===== src/design/sbr_pkg.sv =====
// Package for the SBUS frame receiver: frame layout constants, the shared frame type
// and the end-byte check. No dependencies.
package sbr_pkg;

  localparam int unsigned FrameLen   = 26;
  localparam int unsigned NumChans   = 16;
  localparam int unsigned ChanBits   = 11;
  localparam int unsigned DataBytes  = 22;
  localparam int unsigned DataBits   = DataBytes * 8;
  localparam int unsigned QDepthDflt = 2;
  localparam int unsigned PosBits    = 5;
  localparam int unsigned ChBits     = 4;

  localparam logic [PosBits-1:0] PosHunt  = 5'd0;
  localparam logic [PosBits-1:0] PosData1 = 5'd1;
  localparam logic [PosBits-1:0] PosDataN = 5'd22;
  localparam logic [PosBits-1:0] PosFlags = 5'd23;
  localparam logic [PosBits-1:0] PosEnd   = 5'd24;
  localparam logic [PosBits-1:0] PosNext  = 5'd25;

  localparam logic [7:0] StartByte = 8'h0F;
  localparam logic [7:0] EndCode0  = 8'h00;
  localparam logic [7:0] EndCode1  = 8'h04;
  localparam logic [7:0] EndCode2  = 8'h14;
  localparam logic [7:0] EndCode3  = 8'h24;
  localparam logic [7:0] EndCode4  = 8'h34;
  localparam logic [7:0] FlagFs    = 8'h08;
  localparam logic [7:0] FlagLost  = 8'h04;

  localparam logic [ChBits-1:0] LastChan = 4'd15;

  typedef struct packed {
    logic [DataBits-1:0] chans;
    logic                failsafe;
  } frame_t;

  function automatic logic end_ok(input logic [7:0] b);
    end_ok = (b == EndCode0) || (b == EndCode1) || (b == EndCode2) ||
             (b == EndCode3) || (b == EndCode4);
  endfunction

endpackage


===== src/design/sbus_frame_receiver.sv =====
// Channel | Direction | Handshake                 | Payload
// rx      | in        | rx_valid_i / rx_stall_o   | rx_byte_i
// out     | out       | out_valid_o / out_stall_i | channel_index_o, channel_value_o,
//         |           |                           | failsafe_o, last_channel_o
// One byte is taken per cycle unless the input stalls; the back end loads a queued frame,
// then emits its 16 items, one per cycle while the output is not stalled.
// The input stalls only at the 26th byte of a frame while the frame queue is full.
// Reset clears the frame position (hunting), the queue, the back end state and the output valid flag.
// Output stalls hold the current item and pause the unpack shifter.
// Top level of the SBUS frame receiver; depends on sbr_pkg, sbr_front,
// sbr_queue and sbr_back.
module sbus_frame_receiver
  import sbr_pkg::*;
#(
  parameter int unsigned QueueDepth = QDepthDflt
) (
  input  logic                clk_i,
  input  logic                rst_ni,
  input  logic                rx_valid_i,
  output logic                rx_stall_o,
  input  logic [7:0]          rx_byte_i,
  output logic                out_valid_o,
  input  logic                out_stall_i,
  output logic [ChBits-1:0]   channel_index_o,
  output logic [ChanBits-1:0] channel_value_o,
  output logic                failsafe_o,
  output logic                last_channel_o
);

  logic   q_full, q_push, q_empty, q_pop;
  frame_t wr_frame, rd_frame;

  sbr_front u_front (
    .clk_i      (clk_i),
    .rst_ni     (rst_ni),
    .rx_valid_i (rx_valid_i),
    .rx_stall_o (rx_stall_o),
    .rx_byte_i  (rx_byte_i),
    .q_full_i   (q_full),
    .q_push_o   (q_push),
    .q_frame_o  (wr_frame)
  );

  sbr_queue #(
    .Depth (QueueDepth)
  ) u_queue (
    .clk_i   (clk_i),
    .rst_ni  (rst_ni),
    .push_i  (q_push),
    .frame_i (wr_frame),
    .full_o  (q_full),
    .pop_i   (q_pop),
    .empty_o (q_empty),
    .frame_o (rd_frame)
  );

  sbr_back u_back (
    .clk_i           (clk_i),
    .rst_ni          (rst_ni),
    .q_empty_i       (q_empty),
    .q_frame_i       (rd_frame),
    .q_pop_o         (q_pop),
    .out_valid_o     (out_valid_o),
    .out_stall_i     (out_stall_i),
    .channel_index_o (channel_index_o),
    .channel_value_o (channel_value_o),
    .failsafe_o      (failsafe_o),
    .last_channel_o  (last_channel_o)
  );

endmodule


===== src/design/sbr_front.sv =====
// Front end: hunts for the start byte, collects one frame and checks it.
// Depends on sbr_pkg.
module sbr_front
  import sbr_pkg::*;
(
  input  logic       clk_i,
  input  logic       rst_ni,
  input  logic       rx_valid_i,
  output logic       rx_stall_o,
  input  logic [7:0] rx_byte_i,
  input  logic       q_full_i,
  output logic       q_push_o,
  output frame_t     q_frame_o
);

  logic [PosBits-1:0]  pos_q, pos_d;
  logic [DataBits-1:0] data_q;
  logic                fs_q;
  logic                end_ok_q;
  logic                accept;

  assign rx_stall_o = (pos_q == PosNext) && q_full_i;
  assign accept     = rx_valid_i && !rx_stall_o;

  always_comb begin
    pos_d    = pos_q;
    q_push_o = 1'b0;
    if (accept) begin
      if (pos_q == PosHunt) begin
        if (rx_byte_i == StartByte) pos_d = PosData1;
      end else if (pos_q == PosNext) begin
        if (end_ok_q && (rx_byte_i == StartByte)) begin
          q_push_o = 1'b1;
          pos_d    = PosData1;
        end else begin
          pos_d = PosHunt;
        end
      end else begin
        pos_d = pos_q + PosData1;
      end
    end
  end

  assign q_frame_o.chans    = data_q;
  assign q_frame_o.failsafe = fs_q;

  always_ff @(posedge clk_i or negedge rst_ni) begin
    if (!rst_ni) begin
      pos_q <= PosHunt;
    end else begin
      pos_q <= pos_d;
    end
  end

  // shift data bytes in from the top so byte 1 ends up least significant
  always_ff @(posedge clk_i) begin
    if (accept) begin
      if ((pos_q >= PosData1) && (pos_q <= PosDataN)) begin
        data_q <= {rx_byte_i, data_q[DataBits-1:8]};
      end
      if (pos_q == PosFlags) begin
        fs_q <= |(rx_byte_i & (FlagFs | FlagLost));
      end
      if (pos_q == PosEnd) begin
        end_ok_q <= end_ok(rx_byte_i);
      end
    end
  end

`ifndef ASSERT_OFF
  a_pos_range: assert property (@(posedge clk_i) disable iff (!rst_ni)
    pos_q <= PosNext)
    else $error("frame position out of range");
  a_push_ok: assert property (@(posedge clk_i) disable iff (!rst_ni)
    q_push_o |=> (pos_q == PosData1))
    else $error("push did not restart frame at byte 1");
`endif

endmodule


===== src/design/sbr_queue.sv =====
// Short frame queue between front and back end.
// Depends on sbr_pkg.
module sbr_queue
  import sbr_pkg::*;
#(
  parameter int unsigned Depth = QDepthDflt
) (
  input  logic   clk_i,
  input  logic   rst_ni,
  input  logic   push_i,
  input  frame_t frame_i,
  output logic   full_o,
  input  logic   pop_i,
  output logic   empty_o,
  output frame_t frame_o
);

  localparam int unsigned PtrBits = (Depth > 1) ? $clog2(Depth) : 1;
  localparam int unsigned CntBits = $clog2(Depth + 1);
  localparam logic [PtrBits-1:0] PtrLast = PtrBits'(Depth - 1);
  localparam logic [CntBits-1:0] CntFull = CntBits'(Depth);

  frame_t             mem_q [Depth];
  logic [PtrBits-1:0] wr_ptr_q, rd_ptr_q;
  logic [CntBits-1:0] cnt_q;

  assign full_o  = (cnt_q == CntFull);
  assign empty_o = (cnt_q == '0);
  assign frame_o = mem_q[rd_ptr_q];

  always_ff @(posedge clk_i or negedge rst_ni) begin
    if (!rst_ni) begin
      wr_ptr_q <= '0;
      rd_ptr_q <= '0;
      cnt_q    <= '0;
    end else begin
      if (push_i) begin
        wr_ptr_q <= (wr_ptr_q == PtrLast) ? '0 : wr_ptr_q + PtrBits'(1);
      end
      if (pop_i) begin
        rd_ptr_q <= (rd_ptr_q == PtrLast) ? '0 : rd_ptr_q + PtrBits'(1);
      end
      if (push_i && !pop_i) begin
        cnt_q <= cnt_q + CntBits'(1);
      end else if (pop_i && !push_i) begin
        cnt_q <= cnt_q - CntBits'(1);
      end
    end
  end

  always_ff @(posedge clk_i) begin
    if (push_i) begin
      mem_q[wr_ptr_q] <= frame_i;
    end
  end

`ifndef ASSERT_OFF
  a_no_overflow: assert property (@(posedge clk_i) disable iff (!rst_ni)
    !(push_i && full_o))
    else $error("push into full queue");
  a_no_underflow: assert property (@(posedge clk_i) disable iff (!rst_ni)
    !(pop_i && empty_o))
    else $error("pop from empty queue");
`endif

endmodule


===== src/design/sbr_back.sv =====
// Back end: unpacks one queued frame into 16 channel items, one per cycle unless the output stalls.
// Depends on sbr_pkg.
module sbr_back
  import sbr_pkg::*;
(
  input  logic                clk_i,
  input  logic                rst_ni,
  input  logic                q_empty_i,
  input  frame_t              q_frame_i,
  output logic                q_pop_o,
  output logic                out_valid_o,
  input  logic                out_stall_i,
  output logic [ChBits-1:0]   channel_index_o,
  output logic [ChanBits-1:0] channel_value_o,
  output logic                failsafe_o,
  output logic                last_channel_o
);

  logic                busy_q, busy_d;
  logic [ChBits-1:0]   ch_q, ch_d;
  logic                out_valid_q, out_valid_d;
  logic [DataBits-1:0] chans_q;
  logic                fs_q;
  logic                adv;
  logic                emit;

  assign adv     = !out_valid_q || !out_stall_i;
  assign q_pop_o = !busy_q && !q_empty_i;
  assign emit    = busy_q && adv;

  always_comb begin
    busy_d      = busy_q;
    ch_d        = ch_q;
    out_valid_d = out_valid_q;
    if (q_pop_o) begin
      busy_d = 1'b1;
      ch_d   = '0;
    end else if (emit) begin
      ch_d   = ch_q + ChBits'(1);
      busy_d = (ch_q != LastChan);
    end
    if (adv) begin
      out_valid_d = emit;
    end
  end

  always_ff @(posedge clk_i or negedge rst_ni) begin
    if (!rst_ni) begin
      busy_q      <= 1'b0;
      ch_q        <= '0;
      out_valid_q <= 1'b0;
    end else begin
      busy_q      <= busy_d;
      ch_q        <= ch_d;
      out_valid_q <= out_valid_d;
    end
  end

  always_ff @(posedge clk_i) begin
    if (q_pop_o) begin
      chans_q <= q_frame_i.chans;
      fs_q    <= q_frame_i.failsafe;
    end else if (emit) begin
      chans_q <= chans_q >> ChanBits;
    end
    if (emit) begin
      channel_index_o <= ch_q;
      channel_value_o <= chans_q[ChanBits-1:0];
      failsafe_o      <= fs_q;
      last_channel_o  <= (ch_q == LastChan);
    end
  end

  assign out_valid_o = out_valid_q;

`ifndef ASSERT_OFF
  a_chan_seq: assert property (@(posedge clk_i) disable iff (!rst_ni)
    (out_valid_q && !out_stall_i && !last_channel_o) |=>
      (out_valid_q && (channel_index_o == ChBits'($past(channel_index_o) + 1'b1))))
    else $error("channel items not consecutive");
  a_pop_idle: assert property (@(posedge clk_i) disable iff (!rst_ni)
    q_pop_o |=> (busy_q && (ch_q == '0)))
    else $error("frame load did not start at channel 0");
`endif

endmodule


===== config.mk =====
export PLATFORM = sky130hd
export DESIGN_NAME = sbus_frame_receiver
export DESIGN_NICKNAME = d
export VERILOG_FILES = /design/src/design/sbr_pkg.sv /design/src/design/sbus_frame_receiver.sv /design/src/design/sbr_front.sv /design/src/design/sbr_queue.sv /design/src/design/sbr_back.sv
export SDC_FILE = /design/constraint.sdc
export NUM_CORES = 1
export LEC_CHECK = 0
export BUFFER_PORTS_ARGS = -buffer_cell sky130_fd_sc_hd__buf_2
export CORE_AREA = 2 2 327 329
export CTS_BUF_LIST = sky130_fd_sc_hd__clkbuf_4 sky130_fd_sc_hd__clkbuf_8
export CTS_CLUSTER_DIAMETER = 150
export CTS_CLUSTER_SIZE = 28
export DETAILED_ROUTE_END_ITERATION = 10
export DIE_AREA = 0 0 329 331
export SYNTH_ARGS = -nofsm -noshare
export SYNTH_HDL_FRONTEND = slang
export SYNTH_SLANG_ARGS = --single-unit

===== constraint.sdc =====
create_clock -name clk_i -period 22.8 [get_ports clk_i]
set_input_delay 2.28 -clock clk_i [delete_from_list [all_inputs] [get_ports clk_i]]
set_output_delay 2.28 -clock clk_i [all_outputs]
set_load 0.01 [all_outputs]

After elaboration in Yosys (flattened, before gate mapping)
Memories as Yosys holds them, arrays and structs flattened.
Index checks and enable logic that the tools add are counted.
- $add $sub $neg: 6
- $mul: 0
- div/mod/pow operators: 0
- magnitude comparators: 2
- equal/unequal tests: 12
- shifts and indexed selects: 0
- multiplexer cells: 20
- bitwise gates (word level): 0
- reductions and logical operators: 30
- operators with widths (kind ; number):
    2-to-1 mux 176 bit ; 2
    equality test 8 x 6 -> 1 bit, second input constant ; 2
    equality test 5 bit, second input constant ; 3
    2-to-1 mux 5 bit ; 3
    2-to-1 mux 1 bit ; 11
    equality test 8 x 3 -> 1 bit, second input constant ; 1
    equality test 8 x 4 -> 1 bit, second input constant ; 1
    equality test 8 x 5 -> 1 bit, second input constant ; 1
    logical AND 1 bit ; 8
    logical NOT 8 bit ; 1
    2-to-1 mux 4 bit ; 2
    AND reduction 2 bit ; 4
    logical NOT 1 bit ; 7
    adder 5 x 1 -> 5 bit, second input constant ; 1
    >= comparator 5 x 1 -> 1 bit, second input constant ; 1
    less-or-equal comparator 5 bit, second input constant ; 1
    logical NOT 5 bit ; 1
    logical OR 1 bit ; 5
    adder 4 x 1 -> 4 bit, second input constant ; 1
    equality test 4 bit, second input constant ; 1
    2-to-1 mux 2 bit ; 2
    inequality test 4 bit, second input constant ; 1
    nonzero test 2 bit ; 2
    adder 1 bit, second input constant ; 2
    6 further kinds ; 6
- register bits after elaboration: 387
- bits in latches: 0
- memory bits (writable): 354
- memory bits (read-only): 0
- input port bits: 12
- output and inout port bits: 19
- logic and storage cells: 87
- memories: 1
- memory list (name ; depth ; bits a word ; read ports ; clocked after Yosys merged registers in ; wr ports ; line ; RTL):
    u_queue.mem_q ; 2 ; 177 ; 1 ; 0 ; 1 ; sbr_queue.sv:23 ; frame_t mem_q [Depth];

Logic depth before layout (Yosys ltp)
Gate-level depths: netlist of run 1.
- word-level depth: 10
- mapped depth: 8
- depth with buffers taken out: 8

By module
A second synthesis of run 1 with hierarchy kept.
- cell total of the unflattened synthesis: 1578
- area, all modules: 27637.8 µm²
- by module, submodules not included (module ; times used ; cells each ; area each (µm²) ; seq. area each (µm²)):
    sbr_queue ; 1 ; 567 ; 13382.8 ; 10730.3
    sbr_back ; 1 ; 766 ; 8388.0 ; 5975.7
    sbr_front ; 1 ; 245 ; 5866.9 ; 5470.2

Least setup slack after synthesis of run 1
No wires, ideal clock.
- kind: input -> register
- start point: input port rx_valid_i
- end point: register u_front.data_q[0] (enable)
- library setup time: 0.972 ns
- arrival: 15.303 ns
- required time: 21.828 ns
- slack: 6.525 ns
- stages on the path: 2
- path buffers: 0
- cell sequence: o21ai_0 -> a211oi_1
- cells in the longest elaborated chain, start to end: 2
- RTL lines (element ; line ; RTL):
    from (decl) ; sbus_frame_receiver.sv:19 ; input logic rx_valid_i,
    logical AND 1 bit ; sbr_front.sv:23 ; assign accept = rx_valid_i && !rx_stall_o;
    AND reduction 2 bit (no line) ; -- ;
    to (signal assigned) ; sbr_front.sv:59 ; data_q <= {rx_byte_i, data_q[DataBits-1:8]};
    to (decl) ; sbr_front.sv:17 ; logic [DataBits-1:0] data_q;
No other way between the ends.
A chain may end at the register's enable or synchronous reset.

Worst setup path in the final report of run 1
- start point: input port rx_byte_i[7]
- end point: memory u_queue.mem_q[0][121] (netlist bit) (enable)
- cells in the longest elaborated chain, start to end: 8
- RTL lines (element ; line ; RTL):
    from (decl) ; sbus_frame_receiver.sv:21 ; input logic [7:0] rx_byte_i,
    equality test 8 x 4 -> 1 bit ; sbr_front.sv:32 ; if (end_ok_q && (rx_byte_i == StartByte)) begin
    logical AND 1 bit ; sbr_front.sv:32 ;
    2-to-1 mux 1 bit ; sbr_front.sv:32 ;
    2-to-1 mux 1 bit ; sbr_front.sv:31 ; end else if (pos_q == PosNext) begin
    2-to-1 mux 1 bit ; sbr_front.sv:29 ; if (pos_q == PosHunt) begin
    2-to-1 mux 1 bit ; sbr_front.sv:28 ; if (accept) begin
    2-to-1 mux 1 bit ; sbr_queue.sv:52 ; if (push_i) begin
    2-to-1 mux 1 bit (not written as such) ; sbr_queue.sv:53 ; mem_q[wr_ptr_q] <= frame_i;
    to (decl) ; sbr_queue.sv:23 ;
No other way between the ends.

==> results of run 1 <==
## sequential cells by signal (all words and copies together) (netlist names), 2 cells and up
| register | count |
|---|---|
| u_back.channel_value_o | 11 |
| u_back.ch_q | 4 |
| u_queue.mem_q | 354 |
| u_back.channel_index_o | 4 |
| u_front.data_q | 176 |
| u_queue.cnt_q | 2 |
| u_back.chans_q | 176 |
| u_front.pos_q | 5 |
## critical path, stage by stage
cell	delay, ns
buf_2	0.12
or2_1	0.24
or4_4	0.57
nor4b_4	0.42
nor2b_4	1.02
buf_4	0.92
buf_4	0.97
## power groups by stage
stage / Sequential, mW / Clock, mW / Combinational [mW]
floorplan: 1.86 / 0 / 0.197
finish: 1.83 / 0.537 / 0.263
detailed placement: 1.87 / 0 / 0.270
global placement: 1.85 / 0 / 0.263
global route: 1.85 / 0.602 / 0.292
CTS: 1.83 / 0.555 / 0.270
## area by class of cell
cell class / instances / area [um^2]
Antenna cell: 2 / 5.00
Clock buffer: 54 / 593
Clock inverter: 2 / 25.0
Fill cell: 10409 / 76300
Inverter: 5 / 26.3
Multi-Input combinational cell: 597 / 3840
Sequential cell: 741 / 22200
Tap cell: 1391 / 1740
Timing Repair Buffer: 40 / 263
## worst max path at each step
stage                      start                    end  depth (start not counted)
floorplan             rx_valid_i      u_front.data_q[0]                          2
global placement    rx_byte_i[7]  u_queue.mem_q[0][148]                          7
detailed placement  rx_byte_i[7]  u_queue.mem_q[0][156]                          7
CTS                 rx_byte_i[7]  u_queue.mem_q[0][166]                          7
global route        rx_byte_i[7]  u_queue.mem_q[0][166]                          7
finish              rx_byte_i[7]  u_queue.mem_q[0][121]                          7
## logic make-up (layout without fill, tap and decap cells)
group / Yosys count / count (layout) / synth area share [%]
other: 0 / 2 / 0
multiplexers: 177 / 177 / 6.76
AND/OR/NAND/NOR: 217 / 217 / 3.45
XOR/XNOR: 6 / 6 / 0.200
adder cells (fa/ha/maj): 6 / 6 / 0.286
buffers and inverters: 66 / 101 / 0.977
flip-flops: 741 / 741 / 84.5
AO/OA/AOI/OAI: 191 / 191 / 3.83
## through the flow
stage	setup slack (ns)	cell area, um^2	total power [mW]
after floorplan	6.52	26200	2.06
after global placement	15.66	28100	2.12
after detailed placement	15.61	28100	2.14
after CTS	16.38	28700	2.66
after global routing	16.20	28700	2.74
final	16.45	28700	2.63
## cells in the final DEF (no fill, tap or decap), drive strengths merged, types with 2 or more instances in the layout
cell type,count
nor4b,2
nor2b,2
nand4,2
nor3,3
xnor2,2
ha,6
a21o,3
o21bai,2
inv,7
nand2,172
nand4b,2
clkbuf,54
edfxtp,726
diode,2
xor2,4
or2,2
buf,40
and3,2
o21ai,173
nand3,3
a21oi,2
dfrtp,15
mux2i,176
a31oi,2
nor2,20
## per-layer routing
metal,track usage [%],up-vias,part of all wire [%]
met3,1.08,41,2.6
met5,0,-,0
met2,12.7,126,49
li1,-,5350,-
met4,0.933,0,1.4
met1,9.61,5694,47
==> flow_metrics.py, run 1 <==
metrics = {
    "run_status": {
        "status": "finished, final reports clean",
    },
    "synthesis": {
        "ys_async_sr_fraction_pct": 2.02,
        "synth.top_cell.area_share_pct": 83.1,
        "synth_seq_cells": 741,
        "synth_edf_count": 726,
        "avgSynthCellArea_um2": 18.7,
        "yosysUniqueCellTypes": 44,
        "yosysTopAreaCell": "edfxtp_1",
        "synth_nets": 1422,
        "syn_area_mm2": 0.0262,
        "synth_most_common_cell": "edfxtp_1",
        "synth_common_cells": "edfxtp_1, mux2i_1, o21ai_0, nand2_1, clkbuf_1",
        "syn_inst": 1404,
        "synth-warning-count": 0,
        "ys_seq_area_share_pct": 84.5,
        "synth_area_leaders": "edfxtp_1, mux2i_1, o21ai_0",
        "yosys_most_used_dff": "edfxtp_1",
    },
    "timing": {
        "setup_viol": 0,
        "rsz0062_at_grt": "false",
        "period_minus_slack_ns": 6.35,
        "fin_crit_sh_pct": 27.8,
        "tns_ns": 0,
        "hold_violations": 0,
        "slew_headroom_pct": 20.6,
        "maxSlewViolCount": 0,
        "fmax_mhz": 158,
        "clock-skew-final_ns": 0.0241,
        "hold_slack_ns": 0.444,
        "tightest_slew_ns": 1.19,
    },
    "worst_hold_path": {
        "worst_hold_path_type": "reg2reg",
        "hold_path.startpoint": "u_back.chans_q[8]",
        "holdPathEnd": "u_back.channel_value_o[8]",
        "worstHoldPathCells": 0,
    },
    "route": {
        "drc": 0,
        "dr.pass1.iters": 5,
        "first_iter_violations": 894,
        "routed_wirelength_um": 40300,
        "routedWlPerCell_um": 14.2,
        "vias_per_cell": 3.96,
        "antenna_left": 0,
        "vias": 11211,
    },
    "floorplan": {
        "die_x_um": 329,
        "num_io_pins": 31,
        "dieArea_mm2": 0.109,
        "start_util_pct": 25.0,
        "core_area_mm2": 0.105,
        "die_y_um": 331,
        "rows": 119,
    },
    "layout": {
        "drive_gt1_share_pct": 7.51,
        "stdcell_count": 2832,
        "post-route-util_pct": 27.3,
        "area_growth_pct": 9.27,
        "fin_nets": 1433,
    },
    "job": {
        "cap_violations": 0,
    },
    "clock_network": {
        "hold_buffers": 0,
        "clockBufferDepth": 3,
        "cts_resized": 0,
        "cts-root-buf": "clkbuf_8",
        "clk_pin_slew_ns": 0.16,
        "clk_latency_ns": 0.69,
        "cts.sinks": 741,
        "cts_buffers": 30,
        "cts_tree": "built",
        "postCtsSetupBuffers": 0,
        "cts.htree.levels": 1,
    },
    "setup_path": {
        "critPathRequiredTime_ns": 23.13,
        "reg2reg_from": "u_front.pos_q[1]",
        "r2r.worst_path.cells": 7,
        "cp_data_arrival_time_ns": 6.68,
        "crit_path_start_kind": "input pin",
        "r2r_setup_slack_ns": 17.78,
        "r2r-end": "u_queue.mem_q[0][121]",
        "cp_max_fo": 76,
        "critPathCaptureType": "register",
        "worstSetupPathType": "in2reg",
    },
    "global_route": {
        "grt_start_max_net_pins": 226,
        "grt.overflow.total": 0,
        "antenna_found_initial": 1,
        "grt_usage_pct": 7.20,
        "grt_pass1_wl_um": 64600,
        "grt_pass1_vias": 11703,
    },
    "power_and_ir_drop": {
        "p_per_area_mw_per_mm2": 91.7,
        "seq_power_share_pct": 69.6,
        "intPower_mw": 2.00,
        "total_leakage_power_nw": 9.14,
        "p_comb_share_pct": 10.0,
        "power.switching_mw": 0.629,
        "p_sw_share_pct": 23.9,
        "vdd_drop_max_mv": 0.0558,
        "pwr-share-clk_pct": 20.4,
    },
    "placed_design": {
        "dp_hpwl_um": 20800,
        "dp_cells": 2774,
        "io_buffers": 30,
        "gp_congestion": 0.688,
    },
}
Power figures use the tool's default switching activity.
==> inputs of run 2 (changes only) <==
clock period = 6.05 ns   (was 22.8 ns; I/O delays follow)
==> run 2 against run 1 <==
  * Critical endpoint is now u_queue.mem_q[1][13]
  * Hold slack lost 0.33 ns
  * Global-route usage shrank 0.057 points
  * First-iteration DRC count grew 14%
  * Via count is 0.54% higher
  * Core utilization is 0.076 points higher
  * Register-to-register slack got worse by 15 ns
  * Die area did not move
==> flow_metrics.py, run 2 (same netlist as run 1, synthesis figures left out) <==
metrics = {
    "route": {
        "vias": 11272,
        "routedWlPerCell_um": 14.0,
        "antenna_left": 0,
        "drc": 0,
        "first_iter_violations": 1022,
        "vias_per_cell": 3.98,
        "drt-met1-wl_um": 17900,
        "dr_wl_met3_um": 1230,
        "route.met2.wl_um": 19900,
        "dr.pass1.iters": 5,
        "routed_wirelength_um": 39700,
        "highest_layer": "met4",
    },
    "layout": {
        "area_growth_pct": 9.58,
        "largest_reg_flops": 354,
        "final_cell_mix": "edfxtp_1, mux2i_1, o21ai_0",
        "final_common_cell": "edfxtp_1",
        "fill_cells": 10414,
        "top_register": "u_queue.mem_q",
        "stdcell_count": 2835,
        "fin_nets": 1436,
        "reg_top3": "u_queue.mem_q x354, u_back.chans_q x176, u_front.data_q x176",
        "drive_gt1_share_pct": 7.63,
    },
    "timing": {
        "period_minus_slack_ns": 3.26,
        "tightest_slew_ns": 1.32,
        "fmax_mhz": 307,
        "maxSlewViolCount": 0,
        "setup_viol": 0,
        "slew_headroom_pct": 12.0,
        "clock-skew-final_ns": 0.0250,
        "hold_violations": 0,
        "fin_crit_sh_pct": 53.9,
        "hold_slack_ns": 0.110,
        "rsz0062_at_grt": "false",
    },
    "setup_path": {
        "critPathCaptureType": "register",
        "cp_slowest_stage_delay_ns": 0.89,
        "worstSetupPathType": "reg2reg",
        "cpMaxStageDelayCell": "and2_4",
        "critPathBufInv": 2,
        "crit_path_start_kind": "register",
        "cp_data_arrival_time_ns": 3.62,
        "cp_top_family": "simple AND/OR/NAND/NOR gates",
        "critPathRequiredTime_ns": 6.41,
        "cp_max_fo": 65,
        "path_cells": "inv_1, ha_1, nand4b_1, nor4b_4, and2_4, buf_12",
    },
    "placed_design": {
        "gp_congestion": 0.690,
        "dp_cells": 2776,
        "io_buffers": 30,
        "dp_hpwl_um": 20400,
    },
    "power_and_ir_drop": {
        "total_leakage_power_nw": 9.17,
        "vdd_drop_max_mv": 0.258,
        "p_per_area_mw_per_mm2": 344,
    },
    "floorplan": {
        "rows": 119,
        "dieArea_mm2": 0.109,
        "num_io_pins": 31,
        "start_util_pct": 25.0,
        "die_x_um": 329,
        "die_y_um": 331,
        "core_area_mm2": 0.105,
    },
    "global_route": {
        "grt_pass1_wl_um": 64400,
        "grt_usage_pct": 7.14,
        "grt.overflow.total": 0,
        "antenna_found_initial": 2,
        "grt_start_max_net_pins": 246,
        "grt_pass1_vias": 12117,
    },
    "clock_network": {
        "cts_tree": "built",
        "clk_pin_slew_ns": 0.16,
        "cts.sinks": 741,
        "clockBufferDepth": 3,
        "cts_buffers": 30,
        "cts.htree.levels": 1,
        "cts-root-buf": "clkbuf_8",
        "cts_resized": 0,
        "postCtsSetupBuffers": 0,
        "clk_latency_ns": 0.68,
        "hold_buffers": 1,
    },
    "job": {
        "cap_violations": 0,
    },
    "run_status": {
        "status": "finished, final reports clean",
    },
    "worst_hold_path": {
        "worst_hold_path_type": "in2reg",
    },
}
[run 2: area by class of cell]
| cell class | count | area, um^2 | area share (%) |
|---|---|---|---|
| Tap cell | 1391 | 1740 | 6.05 |
| Clock buffer | 55 | 607 | 2.11 |
| Clock inverter | 1 | 16.3 | 0.0566 |
| Multi-Input combinational cell | 597 | 3840 | 13.4 |
| Sequential cell | 741 | 22200 | 77.1 |
| Timing Repair Buffer | 43 | 338 | 1.17 |
| Antenna cell | 2 | 5.00 | 0.0174 |
| Inverter | 5 | 26.3 | 0.0914 |
[run 2: final timing paths]
kind | start | endpoint | slack, ns | depth (start not counted)
max | u_front.pos_q[1] | u_queue.mem_q[1][13] | 2.79 | 6
max reg2reg | u_front.pos_q[1] | u_queue.mem_q[1][13] | 2.79 | 6
min in group asynchronous | rst_ni | u_front.pos_q[1] | 0.36 | 2
min | rx_byte_i[6] | u_front.data_q[174] | 0.11 | 1
min reg2reg | u_back.chans_q[4] | u_back.channel_value_o[4] | 0.44 | 0
max in group asynchronous | rst_ni | u_queue.rd_ptr_q | 5.35 | 2
[run 2: per-layer routing]
metal	vias to the layer above	GRT usage (%)
met5	-	0
met4	0	0.993
met3	44	1.10
met2	123	12.9
met1	5744	9.20
li1	5361	-
[run 2: power by group]
part,switching (mW),leakage (nW),internal (mW)
Clock,1.38,0.341,0.638
Combinational,0.593,1.84,0.357
Sequential,0.373,6.99,6.55
[run 2: stage by stage]
stage          util, %  total power [mW]  TNS (ns)  area (um^2)  setup WS, ns
4_1_cts           27.4              10.0         0        28800          2.72
6_report          27.4              9.89         0        28800          2.79
2_1_floorplan        -              7.66     -8.07        26300       -0.0459
3_5_place_dp      26.8              8.03         0        28100          2.30
5_1_grt           27.4              10.3         0        28800          2.51
3_3_place_gp      26.8              7.95         0        28100          2.32
==> inputs of run 3 (changes only) <==
clock period = 3 ns   (was 6.05 ns; I/O delays follow)
==> run 3 against run 2 <==
  * Clock-buffer cell count stayed put
  * Cell count rose by 0.74%
  * Setup slack lost 2.4 ns
  * First-iteration DRC count down 3.0%
  * Register-to-register slack lost 2.4 ns
  * Largest power group unchanged
  * Clock skew grew 0.014 ns
==> flow_metrics.py, run 3 (same netlist as run 1, synthesis figures left out) <==
metrics = {
    "setup_path": {
        "cp_data_arrival_time_ns": 2.94,
        "critPathRequiredTime_ns": 3.33,
        "cp_max_fo": 32,
        "crit_path_start_kind": "register",
        "worstSetupPathType": "reg2reg",
        "critPathCaptureType": "register",
    },
    "worst_hold_path": {
        "worst_hold_path_type": "in2async",
    },
    "route": {
        "routed_wirelength_um": 40000,
        "vias": 11314,
        "drc": 0,
        "vias_per_cell": 3.96,
        "routedWlPerCell_um": 14.0,
        "first_iter_violations": 991,
        "dr.pass1.iters": 6,
        "antenna_left": 0,
    },
    "layout": {
        "final_area_mm2": 0.0291,
        "reg_top3": "u_queue.mem_q x354, u_back.chans_q x176, u_front.data_q x176",
        "top_register": "u_queue.mem_q",
        "fin_nets": 1458,
        "largest_reg_flops": 354,
        "drive_gt1_share_pct": 8.74,
        "post-route-util_pct": 27.7,
        "area_growth_pct": 10.8,
        "final_cell_mix": "edfxtp_1, mux2i_1, nand2_1, o21ai_0, clkbuf_8",
        "final_common_cell": "edfxtp_1",
    },
    "floorplan": {
        "die_y_um": 331,
        "num_io_pins": 31,
        "core_area_mm2": 0.105,
        "dieArea_mm2": 0.109,
        "start_util_pct": 25.0,
        "die_x_um": 329,
        "rows": 119,
    },
    "power_and_ir_drop": {
        "vdd_drop_max_mv": 0.325,
        "total_power_mw": 20.0,
        "total_leakage_power_nw": 9.29,
        "p_per_area_mw_per_mm2": 688,
    },
    "global_route": {
        "grt_pass1_wl_um": 64800,
        "grt_start_max_net_pins": 265,
        "grt.overflow.total": 0,
        "grt_pass1_vias": 11897,
        "antenna_found_initial": 2,
        "grt_usage_pct": 7.20,
    },
    "clock_network": {
        "cts_buffers": 30,
        "cts.htree.levels": 1,
        "postCtsSetupBuffers": 0,
        "cts_resized": 0,
        "clk_pin_slew_ns": 0.16,
        "clk_latency_ns": 0.69,
        "clockBufferDepth": 3,
        "cts.sinks": 741,
        "cts-root-buf": "clkbuf_8",
        "cts_tree": "built",
        "hold_buffers": 11,
    },
    "placed_design": {
        "io_buffers": 30,
        "dp_hpwl_um": 21400,
        "gp_congestion": 0.702,
        "placed_area_mm2": 0.0283,
    },
    "run_status": {
        "status": "finished, final reports clean",
    },
    "timing": {
        "fmax_mhz": 382,
        "maxSlewViolCount": 0,
        "period_minus_slack_ns": 2.62,
        "setup_viol": 0,
        "clock-skew-final_ns": 0.0387,
        "hold_violations": 0,
        "slew_headroom_pct": 27.7,
        "tightest_slew_ns": 1.08,
        "hold_slack_ns": 0.0462,
        "rsz0062_at_grt": "false",
        "fin_crit_sh_pct": 87.2,
    },
    "job": {
        "cap_violations": 0,
    },
}
-- run 3: cell count changes in the layout (fill, tap and decap cells not counted), sizes merged --
| cell | change |
|---|---|
| buf | +12 |
| clkinvlp | +2 |
| diode | -1 |
| dlygate4sd3 | +10 |
| inv | -2 |
-- run 3: report_power, final --
| group | leakage [nW] | switching, mW | internal (mW) | total (mW) |
|---|---|---|---|---|
| Clock | 0.341 | 2.77 | 1.29 | 4.05 |
| Combinational | 1.96 | 1.21 | 0.794 | 2.00 |
| Sequential | 6.99 | 0.759 | 13.2 | 14.0 |
| Total | 9.29 | 4.74 | 15.3 | 20.0 |
-- run 3: final timing paths --
path	startpoint	end	slack, ns	cells after the start
setup / recovery	u_front.pos_q[1]	u_queue.mem_q[0][176]	0.38	6
hold / removal	rst_ni	u_front.pos_q[1]	0.05	2
setup reg to reg	u_front.pos_q[1]	u_queue.mem_q[0][176]	0.38	6
hold reg to reg	u_back.chans_q[2]	u_back.channel_value_o[2]	0.44	0
max in group asynchronous	rst_ni	u_queue.rd_ptr_q	2.59	2
min in group clk_i	rx_byte_i[6]	u_front.data_q[174]	0.36	2
-- run 3: cell type report --
class | count | area, um^2
Timing Repair Buffer | 65 | 628
Fill cell | 10367 | 75900
Clock buffer | 55 | 607
Clock inverter | 1 | 16.3
Multi-Input combinational cell | 597 | 3870
Tap cell | 1391 | 1740
Inverter | 5 | 26.3
Sequential cell | 741 | 22200
Antenna cell | 1 | 2.50
-- run 3: critical path, cell delays in order (launching register included) --
cell	delay [ns]
dfrtp_1	0.48
inv_2	0.12
ha_4	0.14
nand4b_1	0.27
nor4b_4	0.46
nor2b_4	0.30
buf_4	0.45
-- run 3: stage by stage --
stage / setup slack (ns) / std cells / TNS [ns]
4_1_cts: 0.370 / 2855 / 0
3_3_place_gp: 0.268 / 2788 / 0
3_5_place_dp: 0.254 / 2788 / 0
2_1_floorplan: -2.93 / 1404 / -1000.53
6_report: 0.383 / 2856 / 0
5_1_grt: 0.181 / 2856 / 0
-- run 3: routing by layer --
| layer | GRT usage (%) | part of all wire (%) |
|---|---|---|
| met2 | 12.6 | 49 |
| met5 | 0 | 0 |
| met1 | 9.68 | 47 |
| met4 | 0.834 | 1.0 |
| met3 | 1.12 | 2.7 |
